`src/sv/cse_pkg.sv`:
```
// Types and constants of the C string literal escaper.
package cse_pkg;

    localparam int RUN_MAX = 12;
    localparam int CNT_W   = $clog2(RUN_MAX + 1);

    typedef logic [6:0]       char_t;
    typedef logic [CNT_W-1:0] cnt_t;

    // All characters caused by one input byte, first character in entry 0.
    typedef struct packed {
        char_t [RUN_MAX-1:0] chars;
        cnt_t                count;
    } run_t;

    localparam logic [7:0] WRAP_RESET = 8'd74;
    localparam logic [7:0] COL_CLOSED = 8'd0;
    localparam logic [7:0] COL_OPEN   = 8'd3;
    localparam logic [7:0] COL_MAX    = 8'd255;
    localparam logic [7:0] PLAIN_LO   = 8'h21;
    localparam logic [7:0] PLAIN_HI   = 8'h7E;
    localparam logic [7:0] DIGIT_LO   = 8'h30;
    localparam logic [7:0] DIGIT_HI   = 8'h39;
    localparam logic [7:0] OCT1_MAX   = 8'd7;
    localparam logic [7:0] OCT2_MAX   = 8'd63;
    localparam logic [7:0] BYTE_BSL   = 8'h5C;
    localparam logic [7:0] BYTE_QUOTE = 8'h22;

    localparam char_t CH_SPACE     = 7'h20;
    localparam char_t CH_QUOTE     = 7'h22;
    localparam char_t CH_NEWLINE   = 7'h0A;
    localparam char_t CH_COMMA     = 7'h2C;
    localparam char_t CH_BACKSLASH = 7'h5C;

    // Octal digit as an ASCII character.
    function automatic char_t octal_char(input logic [2:0] digit);
        return {4'b0110, digit};
    endfunction

endpackage

```
`src/sv/cse_if.sv`:
```
// Valid/ready channel interfaces for input bytes and output characters.
interface cse_byte_if;
    logic       valid;
    logic       ready;
    logic [7:0] data_byte;
    logic       end_of_data;

    modport source (output valid, output data_byte, output end_of_data, input ready);
    modport sink (input valid, input data_byte, input end_of_data, output ready);
endinterface

interface cse_char_if;
    logic       valid;
    logic       ready;
    logic [6:0] character;
    logic       last_of_run;

    modport source (output valid, output character, output last_of_run, input ready);
    modport sink (input valid, input character, input last_of_run, output ready);
endinterface

```
`src/sv/cse_encoder.sv`:
```
// Builds the full character run of one byte and the column that follows it.
module cse_encoder (
    input  logic [7:0]    data_byte,
    input  logic          end_of_data,
    input  logic [7:0]    column,
    input  logic [7:0]    wrap_column,
    output cse_pkg::run_t run,
    output logic [7:0]    column_next
);
    import cse_pkg::*;

    logic       plain;
    logic       simple_esc;
    logic [2:0] width;
    logic [7:0] base;
    logic [8:0] col_sum;
    cnt_t       n;

    assign simple_esc = (data_byte == BYTE_BSL) || (data_byte == BYTE_QUOTE);
    assign plain = (data_byte >= PLAIN_LO) && (data_byte <= PLAIN_HI) && !simple_esc
                   && !((data_byte >= DIGIT_LO) && (data_byte <= DIGIT_HI));

    // Line width of the byte; an octal escape counts only its significant digits.
    always_comb
    begin
        if (plain)
            width = 3'd1;
        else if (simple_esc)
            width = 3'd2;
        else
            width = 3'd2 + {2'b00, data_byte > OCT1_MAX} + {2'b00, data_byte > OCT2_MAX};
    end

    always_comb
    begin
        run.chars = '{default: CH_SPACE};
        n         = '0;
        base      = column;

        if (column == COL_CLOSED)
        begin
            run.chars[0] = CH_SPACE;
            run.chars[1] = CH_SPACE;
            run.chars[2] = CH_QUOTE;
            n            = cnt_t'(3);
            base         = COL_OPEN;
        end
        else if (column > wrap_column)
        begin
            run.chars[0] = CH_QUOTE;
            run.chars[1] = CH_NEWLINE;
            run.chars[2] = CH_SPACE;
            run.chars[3] = CH_SPACE;
            run.chars[4] = CH_QUOTE;
            n            = cnt_t'(5);
            base         = COL_OPEN;
        end

        if (plain)
        begin
            run.chars[n] = data_byte[6:0];
            n            = n + cnt_t'(1);
        end
        else if (simple_esc)
        begin
            run.chars[n]              = CH_BACKSLASH;
            run.chars[n + cnt_t'(1)]  = data_byte[6:0];
            n                         = n + cnt_t'(2);
        end
        else
        begin
            run.chars[n]             = CH_BACKSLASH;
            run.chars[n + cnt_t'(1)] = octal_char({1'b0, data_byte[7:6]});
            run.chars[n + cnt_t'(2)] = octal_char(data_byte[5:3]);
            run.chars[n + cnt_t'(3)] = octal_char(data_byte[2:0]);
            n                        = n + cnt_t'(4);
        end

        if (end_of_data)
        begin
            run.chars[n]             = CH_QUOTE;
            run.chars[n + cnt_t'(1)] = CH_COMMA;
            run.chars[n + cnt_t'(2)] = CH_NEWLINE;
            n                        = n + cnt_t'(3);
        end

        run.count = n;
    end

    assign col_sum = {1'b0, base} + {6'd0, width};

    always_comb
    begin
        if (end_of_data)
            column_next = COL_CLOSED;
        else if (col_sum[8])
            column_next = COL_MAX;
        else
            column_next = col_sum[7:0];
    end

endmodule

```
`src/sv/c_string_literal_escaper.sv`:
```
// C string literal escaper: turns raw bytes into quoted, line-wrapped C string text,
// one ASCII character per output transfer. A byte is taken into an input register,
// expanded combinationally into its complete run of 1 to 12 characters (line opening
// or break, escape, and the closing quote, comma and newline after the last byte), and
// the run is then shifted out of a result register at one character per cycle while
// the receiver is ready. A run holds 1 character for a plain character, 2 or 4 for an
// escape, plus 3 or 5 for a line opening or break and 3 after the last byte. The next
// byte is accepted while the current run is still being sent, so the output never
// idles as long as bytes keep arriving. wrap_column resets to 74; the user must write
// it only while idle, as nothing in the block itself enforces this.
module c_string_literal_escaper (
    input logic          clk,
    input logic          rst_n,
    cse_byte_if.sink     byte_ch,
    cse_char_if.source   char_ch,
    input logic          wrap_we,
    input logic [7:0]    wrap_wdata
);
    import cse_pkg::*;

    logic       in_valid_reg;
    logic [7:0] in_byte_reg;
    logic       in_eod_reg;
    logic [7:0] column_reg;
    logic [7:0] wrap_reg;
    run_t       run_reg;
    logic       run_valid_reg;
    cnt_t       idx_reg;

    run_t       enc_run;
    logic [7:0] enc_column;
    logic       in_take;
    logic       out_take;
    logic       run_done;
    logic       load;

    cse_encoder u_encoder (
        .data_byte   (in_byte_reg),
        .end_of_data (in_eod_reg),
        .column      (column_reg),
        .wrap_column (wrap_reg),
        .run         (enc_run),
        .column_next (enc_column)
    );

    assign out_take = char_ch.valid && char_ch.ready;
    assign run_done = out_take && (idx_reg == run_reg.count - cnt_t'(1));
    assign load     = in_valid_reg && (!run_valid_reg || run_done);
    assign in_take  = byte_ch.valid && byte_ch.ready;

    assign byte_ch.ready       = !in_valid_reg || load;
    assign char_ch.valid       = run_valid_reg;
    assign char_ch.character   = run_reg.chars[idx_reg];
    assign char_ch.last_of_run = (idx_reg == run_reg.count - cnt_t'(1));

    always_ff @(posedge clk or negedge rst_n)
    begin
        if (!rst_n)
        begin
            in_valid_reg  <= 1'b0;
            run_valid_reg <= 1'b0;
            idx_reg       <= '0;
            column_reg    <= COL_CLOSED;
            wrap_reg      <= WRAP_RESET;
        end
        else
        begin
            if (in_take)
                in_valid_reg <= 1'b1;
            else if (load)
                in_valid_reg <= 1'b0;

            if (load)
            begin
                run_valid_reg <= 1'b1;
                idx_reg       <= '0;
                column_reg    <= enc_column;
            end
            else if (run_done)
                run_valid_reg <= 1'b0;
            else if (out_take)
                idx_reg <= idx_reg + cnt_t'(1);

            if (wrap_we)
                wrap_reg <= wrap_wdata;
        end
    end

    always_ff @(posedge clk)
    begin
        if (in_take)
        begin
            in_byte_reg <= byte_ch.data_byte;
            in_eod_reg  <= byte_ch.end_of_data;
        end
        if (load)
            run_reg <= enc_run;
    end

endmodule

```
`src/flat_wrapper.sv`:
```
// flat-port wrapper written by rule: the top's interface ports become plain ports
module c_string_literal_escaper_flat import cse_pkg::*;
  (clk, rst_n, wrap_we, wrap_wdata, byte_ch_valid, byte_ch_data_byte, byte_ch_end_of_data, byte_ch_ready, char_ch_valid, char_ch_character, char_ch_last_of_run, char_ch_ready);
  cse_byte_if byte_ch_i ();
  cse_char_if char_ch_i ();
  input logic clk;
  input logic rst_n;
  input logic wrap_we;
  input logic [7:0] wrap_wdata;
  input wire logic [$bits(byte_ch_i.valid)-1:0] byte_ch_valid;
  input wire logic [$bits(byte_ch_i.data_byte)-1:0] byte_ch_data_byte;
  input wire logic [$bits(byte_ch_i.end_of_data)-1:0] byte_ch_end_of_data;
  output wire logic [$bits(byte_ch_i.ready)-1:0] byte_ch_ready;
  output wire logic [$bits(char_ch_i.valid)-1:0] char_ch_valid;
  output wire logic [$bits(char_ch_i.character)-1:0] char_ch_character;
  output wire logic [$bits(char_ch_i.last_of_run)-1:0] char_ch_last_of_run;
  input wire logic [$bits(char_ch_i.ready)-1:0] char_ch_ready;
  assign byte_ch_i.valid = byte_ch_valid;
  assign byte_ch_i.data_byte = byte_ch_data_byte;
  assign byte_ch_i.end_of_data = byte_ch_end_of_data;
  assign byte_ch_ready = byte_ch_i.ready;
  assign char_ch_valid = char_ch_i.valid;
  assign char_ch_character = char_ch_i.character;
  assign char_ch_last_of_run = char_ch_i.last_of_run;
  assign char_ch_i.ready = char_ch_ready;
  c_string_literal_escaper u_core (.clk(clk), .rst_n(rst_n), .byte_ch(byte_ch_i), .char_ch(char_ch_i), .wrap_we(wrap_we), .wrap_wdata(wrap_wdata));
endmodule
```
`config.mk`:
```
export PLATFORM = sky130hd
export DESIGN_NAME = c_string_literal_escaper_flat
export DESIGN_NICKNAME = d
export VERILOG_FILES = /design/src/sv/cse_pkg.sv /design/src/sv/cse_if.sv /design/src/sv/cse_encoder.sv /design/src/sv/c_string_literal_escaper.sv /design/src/flat_wrapper.sv
export SDC_FILE = /design/constraint.sdc
export NUM_CORES = 1
export LEC_CHECK = 0
export BUFFER_PORTS_ARGS = -buffer_cell sky130_fd_sc_hd__buf_2
export CAP_MARGIN = 30
export CELL_PAD_IN_SITES_DETAIL_PLACEMENT = 1
export CELL_PAD_IN_SITES_GLOBAL_PLACEMENT = 2
export CORE_UTILIZATION = 43
export DETAILED_ROUTE_END_ITERATION = 8
export PLACE_DENSITY_LB_ADDON = 0.25
export SYNTH_ARGS = -nofsm -noshare
export SYNTH_HDL_FRONTEND = slang
export SYNTH_HIERARCHICAL = 1
export SYNTH_SLANG_ARGS = --single-unit
```
`constraint.sdc`:
```
create_clock -name clk -period 5 [get_ports clk]
set_clock_uncertainty 0.05 [all_clocks]
set_input_delay 0 -clock clk [delete_from_list [all_inputs] [get_ports clk]]
set_output_delay 0 -clock clk [all_outputs]
set_load 0.02 [all_outputs]
```
==> reports/qor.yml, run 1 <==
run_status:
  run_status: "finished, final reports clean"
pwr:
  leakage_nw: 3.28
  power_density_nw_per_um2: 653
  power.total_mw: 5.64
  ir_worst_vdd_uv: 345
floorplan:
  dieWidth_um: 133
  ios: 32
  coreArea_um2: 16600
  initial_core_util: 0.441
  dieHeight_um: 133
  die-area_um2: 17600
  fp-row-count: 47
synth:
  synth_seq_cells: 119
  synth.largest_area_cell: "edfxtp_1"
  syn_inst: 635
  synth_top_area_share: 0.397
  syn_area_per_cell_um2: 11.5
  ys.flop_type: "edfxtp_1"
  synth-edff-count: 97
  netlist_top_cells_count: "edfxtp_1, nand2_1, a21oi_1"
  async_flop_share: 0.185
  synth_area_leaders: "edfxtp_1, dfrtp_1, mux4_2"
  yosysSeqAreaShare: 0.473
  synth.yosys.warnings: 6
  yosysMostFrequentCell: "edfxtp_1"
  synthDistinctLibCells: 92
  synth_area_um2: 7330
grt:
  grt_max_degree: 37
  track_usage: 0.259
  grt_pass1_wl_um: 33900
  grt_pass1_vias: 5722
  antenna_found_initial: 1
  globalRoute.totalOverflow: 0
sta:
  relSlewSlack: 0.416
  fin_ws_ps: 206
  finalCritPeriodShare: 0.959
  clock.fmax_mhz: 209
  finalSetupViolations: 0
  holdWs_ps: 42.8
  timing.setup.tns_ps: 0
  finalHoldViolCount: 0
  tightest_slew_ps: 871
  maxSlewViolCount: 0
  grt_setup_unrepaired: "false"
  finalCriticalPeriod_ps: 4790
placement:
  dp_cells: 871
  numPortBuffers: 31
  hpwlAfterDp_um: 15800
  dp_slack_ps: 324
  placed_area_um2: 7700
  gp_congestion: 0.953
critical_path:
  critPathLaunchType: "register"
  end_kind: "register"
  crit_end: "u_core/run_reg[17]"
  r2r_setup_slack_ps: 210
  rr_startpoint: "u_core/in_byte_reg[5]"
  cp.required_ps: 5080
  cp_data_arrival_time_ps: 4870
  worstRegToRegCells: 13
  cp_max_fo: 21
  r2r-end: "u_core/run_reg[17]"
  crit_start: "u_core/in_byte_reg[5]"
  critical_path_class: "register to register"
clock_tree:
  clock_sinks: 119
  cts_buffer_depth: 2
  clkTransAtPathRegs_ps: 60
  numCtsBuffers: 17
  cts_max_level: 4
  root_buffer: "clkbuf_16"
  cts_tree: "built"
  cts_setup_buffers: 0
  clk_latency_ps: 420
layout:
  fin_area_um2: 8640
  fillers: 1768
  nets: 746
  largest_reg_flops: 88
  diodes: 0
  area_growth_pct: 17.8
  final_util: 0.519
  drive_gt1_frac: 0.243
  final_cells: 932
detailed_routing:
  vias_per_cell: 5.90
  vias: 5496
  routed_wl_um: 21600
  wire_per_inst_um: 23.2
  route.detailed.drc: 0
  first_pass_iters: 5
  ant_nets: 0
  drtIter0Drc: 467
flow_run:
  maxCapViolCount: 0
min_path:
  hold_class: "input port to async pin"
per-layer routing:
metal	track usage	routed length, µm	vias up
li1	-	-	2504
met1	0.351	9700	2821
met2	0.418	10400	143
met3	0.0525	1100	28
met4	0.0849	376	0
met5	0	0	-
placed cells by master (no fill, tap or decap), types with 12 or more instances in the layout:
cell / Yosys / final
edfxtp_1: 97 / 97
nand2_1: 61 / 61
a21oi_1: 38 / 38
nor2_1: 37 / 36
buf_2: 9 / 31
inv_1: 30 / 30
dlygate4sd3_1: 0 / 29
ha_1: 24 / 24
mux4_2: 21 / 21
o21ai_0: 20 / 20
dfrtp_1: 19 / 19
buf_4: 12 / 19
clkbuf_16: 0 / 17
o22ai_1: 13 / 13
nor3_1: 13 / 13
conb_1: 1 / 12
what timing repair did:
| item | in CTS | in global routing |
|---|---|---|
| setup endpoints to repair | 0 | 2 |
| hold buffers | 29 | 0 |
| endpoints found under the hold margin | 41 | 0 |
| resized for setup | 0 | 2 |
power by group:
| part | switching (mW) | internal [mW] |
|---|---|---|
| registers | 0.116 | 1.33 |
| logic | 1.84 | 1.05 |
| clock network | 0.465 | 0.851 |
| total | 2.42 | 3.23 |
final cells by class:
type                            instances  area (µm²)  share of cell area
Clock buffer                           18         439              0.0508
Clock inverter                         14         198              0.0229
Inverter                               31         118              0.0136
Multi-Input combinational cell        450        3530               0.409
Sequential cell                       119        3470               0.401
Tap cell                              220         275              0.0319
Timing Repair Buffer                   80         608              0.0704
logic make-up (layout without fill, tap and decap cells):
group           after synthesis  in the layout  synth area share
compound gates              144            144             0.146
fa+ha+maj                    25             25            0.0437
other cells                   1             12          0.000511
flops                       119            119             0.473
xor+xnor                     14             14            0.0188
simple gates                206            206             0.154
buf+inv                      77            143            0.0519
mux                          49             49             0.112
critical path, cell delays in order (launching register included):
cell and delay (ps):
edfxtp_1 610, or2_2 400, or4_1 580, nand2_4 180, a21oi_4 120, a21oi_1 200, a21o_1 290, ha_1 470
inv_1 200, a31oi_2 230, o32a_1 270, mux2_4 300, o21ai_4 100, nor4_1 490
how the worst min path moves through the flow:
| stage | end | slack (ps) | depth (start not counted) |
|---|---|---|---|
| after global routing | u_core/idx_reg[3] | 110 | 2 |
| after CTS | u_core/idx_reg[3] | 50 | 2 |
| after detailed placement | u_core/idx_reg[3] | -40 | 1 |
| after global placement | u_core/idx_reg[3] | -60 | 1 |
| after floorplan | u_core/char_ch.valid | -350 | 0 |
| final | u_core/idx_reg[3] | 40 | 2 |
No activity file was read; power rests on OpenSTA's default activity.
==> run 2: changes to the inputs <==
--- a/config.mk
+++ b/config.mk
@@ -9,7 +9,7 @@
 export CAP_MARGIN = 30
 export CELL_PAD_IN_SITES_DETAIL_PLACEMENT = 1
 export CELL_PAD_IN_SITES_GLOBAL_PLACEMENT = 2
-export CORE_UTILIZATION = 43
+export CORE_UTILIZATION = 33
 export DETAILED_ROUTE_END_ITERATION = 8
 export PLACE_DENSITY_LB_ADDON = 0.25
 export SYNTH_ARGS = -nofsm -noshare
==> reports/qor.yml, run 2 (synthesis results as in run 1) <==
run_status:
  run_status: "finished, final reports clean"
sta:
  relSlewSlack: 0.462  # +0.0455
  grt_setup_unrepaired: "false"
  finalCritPeriodShare: 0.959  # about the same
  finalCriticalPeriod_ps: 4790  # -0.0900 ps
  timing.setup.tns_ps: 0  # unchanged
  finalSetupViolations: 0  # unchanged
  maxSlewViolCount: 0  # unchanged
  holdWs_ps: 46.2  # +3.40 ps
  fin_ws_ps: 206  # +0.0900 ps
  finalHoldViolCount: 0  # unchanged
  tightest_slew_ps: 802  # -68.9 ps
  clock.fmax_mhz: 209  # about the same
clock_tree:
  clkTransAtPathRegs_ps: 60  # about the same
  cts_tree: "built"
  clock_sinks: 119  # unchanged
  cts_max_level: 4  # unchanged
  clk_latency_ps: 420  # about the same
  cts_setup_buffers: 0  # unchanged
  numCtsBuffers: 17  # unchanged
  cts_buffer_depth: 2  # unchanged
  root_buffer: "clkbuf_16"
critical_path:
  cp_cell_sequence: "or2_2 -> or4_1 -> nand2_4 -> a21oi_4 -> a21oi_1 -> a21o_1 -> ha_2 -> inv_1 -> a31oi_2 -> o32a_1 -> a22oi_4 -> nand2_2 -> nor4b_1"
  cp_max_fo: 21  # unchanged
  critPathMaxStageDelay_ps: 630  # +20 ps
  rr_startpoint: "u_core/in_byte_reg[5]"
  r2r-end: "u_core/run_reg[36]"
  worstRegToRegCells: 13  # unchanged
  r2r_setup_slack_ps: 210  # about the same
  critical_path_class: "register to register"
  cp_data_arrival_time_ps: 4890  # +20 ps
  critPathLaunchType: "register"
  cp.required_ps: 5100  # +20 ps
  timing.critical_path.slowest_stage_cell: "edfxtp_1"
  end_kind: "register"
pwr:
  power.total_mw: 5.54  # -1.9%
  power_density_nw_per_um2: 642  # -1.7%
  leakage_nw: 3.23  # -1.7%
  ir_worst_vdd_uv: 275  # -20%
floorplan:
  ios: 32  # unchanged
  dieWidth_um: 151  # +14%
  fp-row-count: 54  # +15%
  die-area_um2: 22800  # +30%
  dieHeight_um: 151  # +14%
  initial_core_util: 0.336  # -0.105
  coreArea_um2: 21800  # +31%
grt:
  track_usage: 0.204  # -0.0552
  grt_pass1_vias: 5713  # -0.16%
  grt_util_met1: 0.274  # -0.0768
  grt_max_degree: 56  # +51%
  use_met2: 0.332  # -0.0852
  globalRoute.totalOverflow: 0  # unchanged
  antenna_found_initial: 0  # -1
  grt_pass1_wl_um: 34000  # +0.33%
  use_met3: 0.0407  # -0.0118
  gr-max-usage-layer: "met2"
layout:
  largest_reg_flops: 88  # unchanged
  fillers: 2355  # +33%
  diodes: 0  # unchanged
  area_growth_pct: 17.6
  fin_area_um2: 8620  # -0.16%
  mostFrequentLayoutCells: "edfxtp_1, nand2_1, a21oi_1"
  multi_input_area_um2: 3530  # -0.11%
  final_common_cell: "edfxtp_1"
  final_cells: 989  # +6.1%
  nets: 743  # -0.40%
  final_util: 0.395  # -0.124
  drive_gt1_frac: 0.236  # -0.00743
  seq_area_um2: 3470  # unchanged
detailed_routing:
  vias_per_cell: 5.49  # -6.8%
  wire_per_inst_um: 22.2  # -3.9%
  ant_nets: 0  # unchanged
  routed_wl_um: 22000  # +2.0%
  route.detailed.drc: 0  # unchanged
  first_pass_iters: 5  # unchanged
  vias: 5433  # -1.1%
  drtIter0Drc: 327  # -30%
placement:
  numPortBuffers: 31  # unchanged
  dp_slack_ps: 58.3  # -266 ps
  dp_cells: 928  # +6.5%
  hpwlAfterDp_um: 16400  # +4.1%
  placed_area_um2: 7760  # +0.68%
  gp_congestion: 0.914  # -4.1%
flow_run:
  maxCapViolCount: 0  # unchanged
min_path:
  hold_class: "input port to async pin"
run 2: cell types whose count changed in the layout (fill, tap and decap cells not counted), moves of 2 or more:
cell,change
buf_4,-3
clkinv_4,-3
bufinv_16,-2
clkbuf_1,+2
clkinv_2,+2
clkinvlp_4,+2
run 2: worst max-delay path, delay by kind of cell (launching register included):
kind            cells  cell delay, ps
compound gates      6            1400
fa+ha+maj           1             390
buf+inv             1             180
flops               1             630
simple gates        5            1870
run 2: cell type report:
type,count,share of cell area
inverters,31,0.0136
flip-flops and latches,119,0.402
repair buffers,77,0.0679
clock buffers,20,0.0518
clock inverters,12,0.0148
multi-input cells,450,0.409
well taps,280,0.0406
run 2: how the worst max path moves through the flow:
stage | from | endpoint | slack (ps) | cells after the start
global route | u_core/in_byte_reg[5] | u_core/run_reg[38] | 10 | 13
floorplan | u_core/wrap_reg[1] | u_core/run_reg[16] | 1140 | 16
CTS | u_core/in_byte_reg[5] | u_core/run_reg[46] | 80 | 13
finish | u_core/in_byte_reg[5] | u_core/run_reg[36] | 210 | 13
global placement | u_core/in_byte_reg[5] | u_core/run_reg[45] | 170 | 13
detailed placement | u_core/in_byte_reg[5] | u_core/run_reg[46] | 60 | 13
run 2: power by group:
part           internal [mW]  total, mW  switching [mW]
Clock                  0.744       1.20           0.452
Sequential              1.33       1.44           0.114
Combinational           1.05       2.90            1.86
Total                   3.12       5.54            2.42
run 2: layer usage:
metal  part of all wire  routed length, µm
met1               0.46              10200
met2               0.48              10600
met3              0.040                889
met4              0.016                354
met5                  0                  0
run 2: what timing repair did:
action	4_1_cts	5_1_grt
hold endpoints to repair	42	0
hold buffers	29	0
setup endpoints to repair	0	12
resized for setup	0	1
==> run 3: changes to the inputs <==
--- a/config.mk
+++ b/config.mk
@@ -5,7 +5,7 @@
 export SDC_FILE = /design/constraint.sdc
 export NUM_CORES = 1
 export LEC_CHECK = 0
-export BUFFER_PORTS_ARGS = -buffer_cell sky130_fd_sc_hd__buf_2
+export BUFFER_PORTS_ARGS = -buffer_cell sky130_fd_sc_hd__buf_4
 export CAP_MARGIN = 30
 export CELL_PAD_IN_SITES_DETAIL_PLACEMENT = 1
 export CELL_PAD_IN_SITES_GLOBAL_PLACEMENT = 2
==> reports/qor.yml, run 3 (synthesis results as in run 1) <==
floorplan:
  die-area_um2: 22800  # unchanged
  ios: 32  # unchanged
  fp-row-count: 54  # unchanged
  coreArea_um2: 21800  # unchanged
  dieHeight_um: 151  # unchanged
  initial_core_util: 0.336  # unchanged
  dieWidth_um: 151  # unchanged
critical_path:
  rr_startpoint: "u_core/in_byte_reg[5]"
  timing.critical_path.slowest_stage_cell: "or4_1"
  crit_start: "u_core/in_byte_reg[5]"
  cp_max_fo: 21  # unchanged
  cp.required_ps: 5090  # about the same
  critPathMaxStageDelay_ps: 630  # about the same
  critical_path_class: "register to register"
  end_kind: "register"
  cp_data_arrival_time_ps: 4870  # -20 ps
  critPathLaunchType: "register"
  cp_cell_sequence: "or2_2 -> or4_1 -> nand2_4 -> a21oi_4 -> a21oi_1 -> a21o_1 -> ha_2 -> inv_1 -> a31oi_2 -> o32a_1 -> a22oi_4 -> nand2_2 -> nor4b_1"
  cpLargestDelayFamily: "simple AND/OR/NAND/NOR gates"
  crit_buf_inv: 1  # unchanged
sta:
  finalCriticalPeriod_ps: 4780  # -16.3 ps
  finalHoldViolCount: 0  # unchanged
  maxSlewViolCount: 0  # unchanged
  finalCritPeriodShare: 0.955  # -0.00327
  grt_setup_unrepaired: "false"
  timing.setup.tns_ps: 0  # unchanged
  clock.fmax_mhz: 209  # +0.34%
  finalSetupViolations: 0  # unchanged
  relSlewSlack: 0.488  # +0.0266
  tightest_slew_ps: 763  # -39.6 ps
clock_tree:
  numCtsBuffers: 17  # unchanged
  cts_setup_buffers: 0  # unchanged
  cts_max_level: 4  # unchanged
  cts_tree: "built"
  root_buffer: "clkbuf_16"
  clk_latency_ps: 430  # about the same
  cts_buffer_depth: 2  # unchanged
  clock_sinks: 119  # unchanged
  clkTransAtPathRegs_ps: 60  # about the same
detailed_routing:
  routed_wl_um: 23200  # +5.4%
  route.detailed.drc: 0  # unchanged
  vias: 5573  # +2.6%
  ant_nets: 0  # unchanged
  drtIter0Drc: 372  # +14%
  wire_per_inst_um: 23.3  # +4.7%
  vias_per_cell: 5.60  # +2.0%
  first_pass_iters: 5  # unchanged
layout:
  final_cells: 995  # +0.61%
  multi_input_area_um2: 3530  # unchanged
  nets: 749  # +0.81%
  mostFrequentLayoutCells: "edfxtp_1, nand2_1, buf_4"
  seq_area_um2: 3470  # unchanged
  area_growth_pct: 20.7
  final_common_cell: "edfxtp_1"
  drive_gt1_frac: 0.243  # +0.00781
  diodes: 0  # unchanged
  largest_reg_flops: 88  # unchanged
  fillers: 2366  # +0.47%
placement:
  gp_congestion: 0.932  # +2.0%
  hpwlAfterDp_um: 16800  # +2.4%
  numPortBuffers: 31  # unchanged
  dp_cells: 932  # +0.43%
run_status:
  run_status: "finished, final reports clean"
pwr:
  leakage_nw: 3.34  # +3.4%
  ir_worst_vdd_uv: 280  # +1.8%
  power_density_nw_per_um2: 655  # +2.0%
grt:
  grt_max_degree: 46  # -18%
  grt_pass1_vias: 5765  # +0.91%
  track_usage: 0.217  # +0.0129
  globalRoute.totalOverflow: 0  # unchanged
  grt_pass1_wl_um: 35600  # +4.5%
  antenna_found_initial: 1  # +1
min_path:
  hold_class: "input port to async pin"
flow_run:
  maxCapViolCount: 0  # unchanged
==> run 3: cell count changes in the layout (fill, tap and decap cells not counted), sizes merged <==
cell / delta
buf: +5
bufinv: +3
clkbuf: -3
clkinv: +2
clkinvlp: -3
dlygate4sd3: +1
inv: +1
==> run 3: final timing paths <==
| path | end | slack, ps | depth (start not counted) |
|---|---|---|---|
| worst max-delay path | u_core/run_reg[36] | 220 | 13 |
| worst min-delay path | u_core/wrap_reg[3] | 70 | 2 |
| worst max register to register | u_core/run_reg[36] | 220 | 13 |
| worst min register to register | u_core/column_reg[0] | 500 | 1 |
| max in group asynchronous | u_core/wrap_reg[0] | 4020 | 4 |
| min in group clk | u_core/in_byte_reg[6] | 240 | 2 |
==> run 3: area by class of cell <==
class	count	share of cell area
Multi-Input combinational cell	450	0.399
Sequential cell	119	0.392
Timing Repair Buffer	83	0.0834
Clock buffer	17	0.0480
Tap cell	280	0.0396
Clock inverter	15	0.0254
Inverter	31	0.0133
==> run 3: layer usage <==
metal  vias to the layer above  routed length [µm]  global-route usage
met3                        43                1240              0.0467
met2                       185               10700               0.338
met4                         2                 566              0.0785
met1                      2825               10600               0.296
li1                       2518                   -                   -
met5                         -                  15                   0
==> run 3: what timing repair did <==
item | in CTS | in global routing
resized for setup | 0 | 1
hold buffers | 30 | 0
hold endpoints to repair | 43 | 0
endpoints found under the setup margin | 0 | 2
==> run 3: where the power goes <==
part	switching (mW)	total, mW	internal (mW)
Sequential	0.111	1.44	1.33
Combinational	1.89	2.99	1.10
Clock	0.482	1.37	0.887
==> run 3: per-stage QoR <==
step                utilization  setup WS [ps]  hold WS [ps]  instance area [µm²]  power (mW)
detailed placement        0.361            256          -134                 7890        4.38
CTS                       0.405            192          42.3                 8840        5.82
finish                    0.406            223          73.9                 8850        5.80
global placement          0.360            317          -139                 7860        4.33
global route              0.406            117          80.4                 8850        6.09
floorplan                     -           1140          -346                 7370        3.39
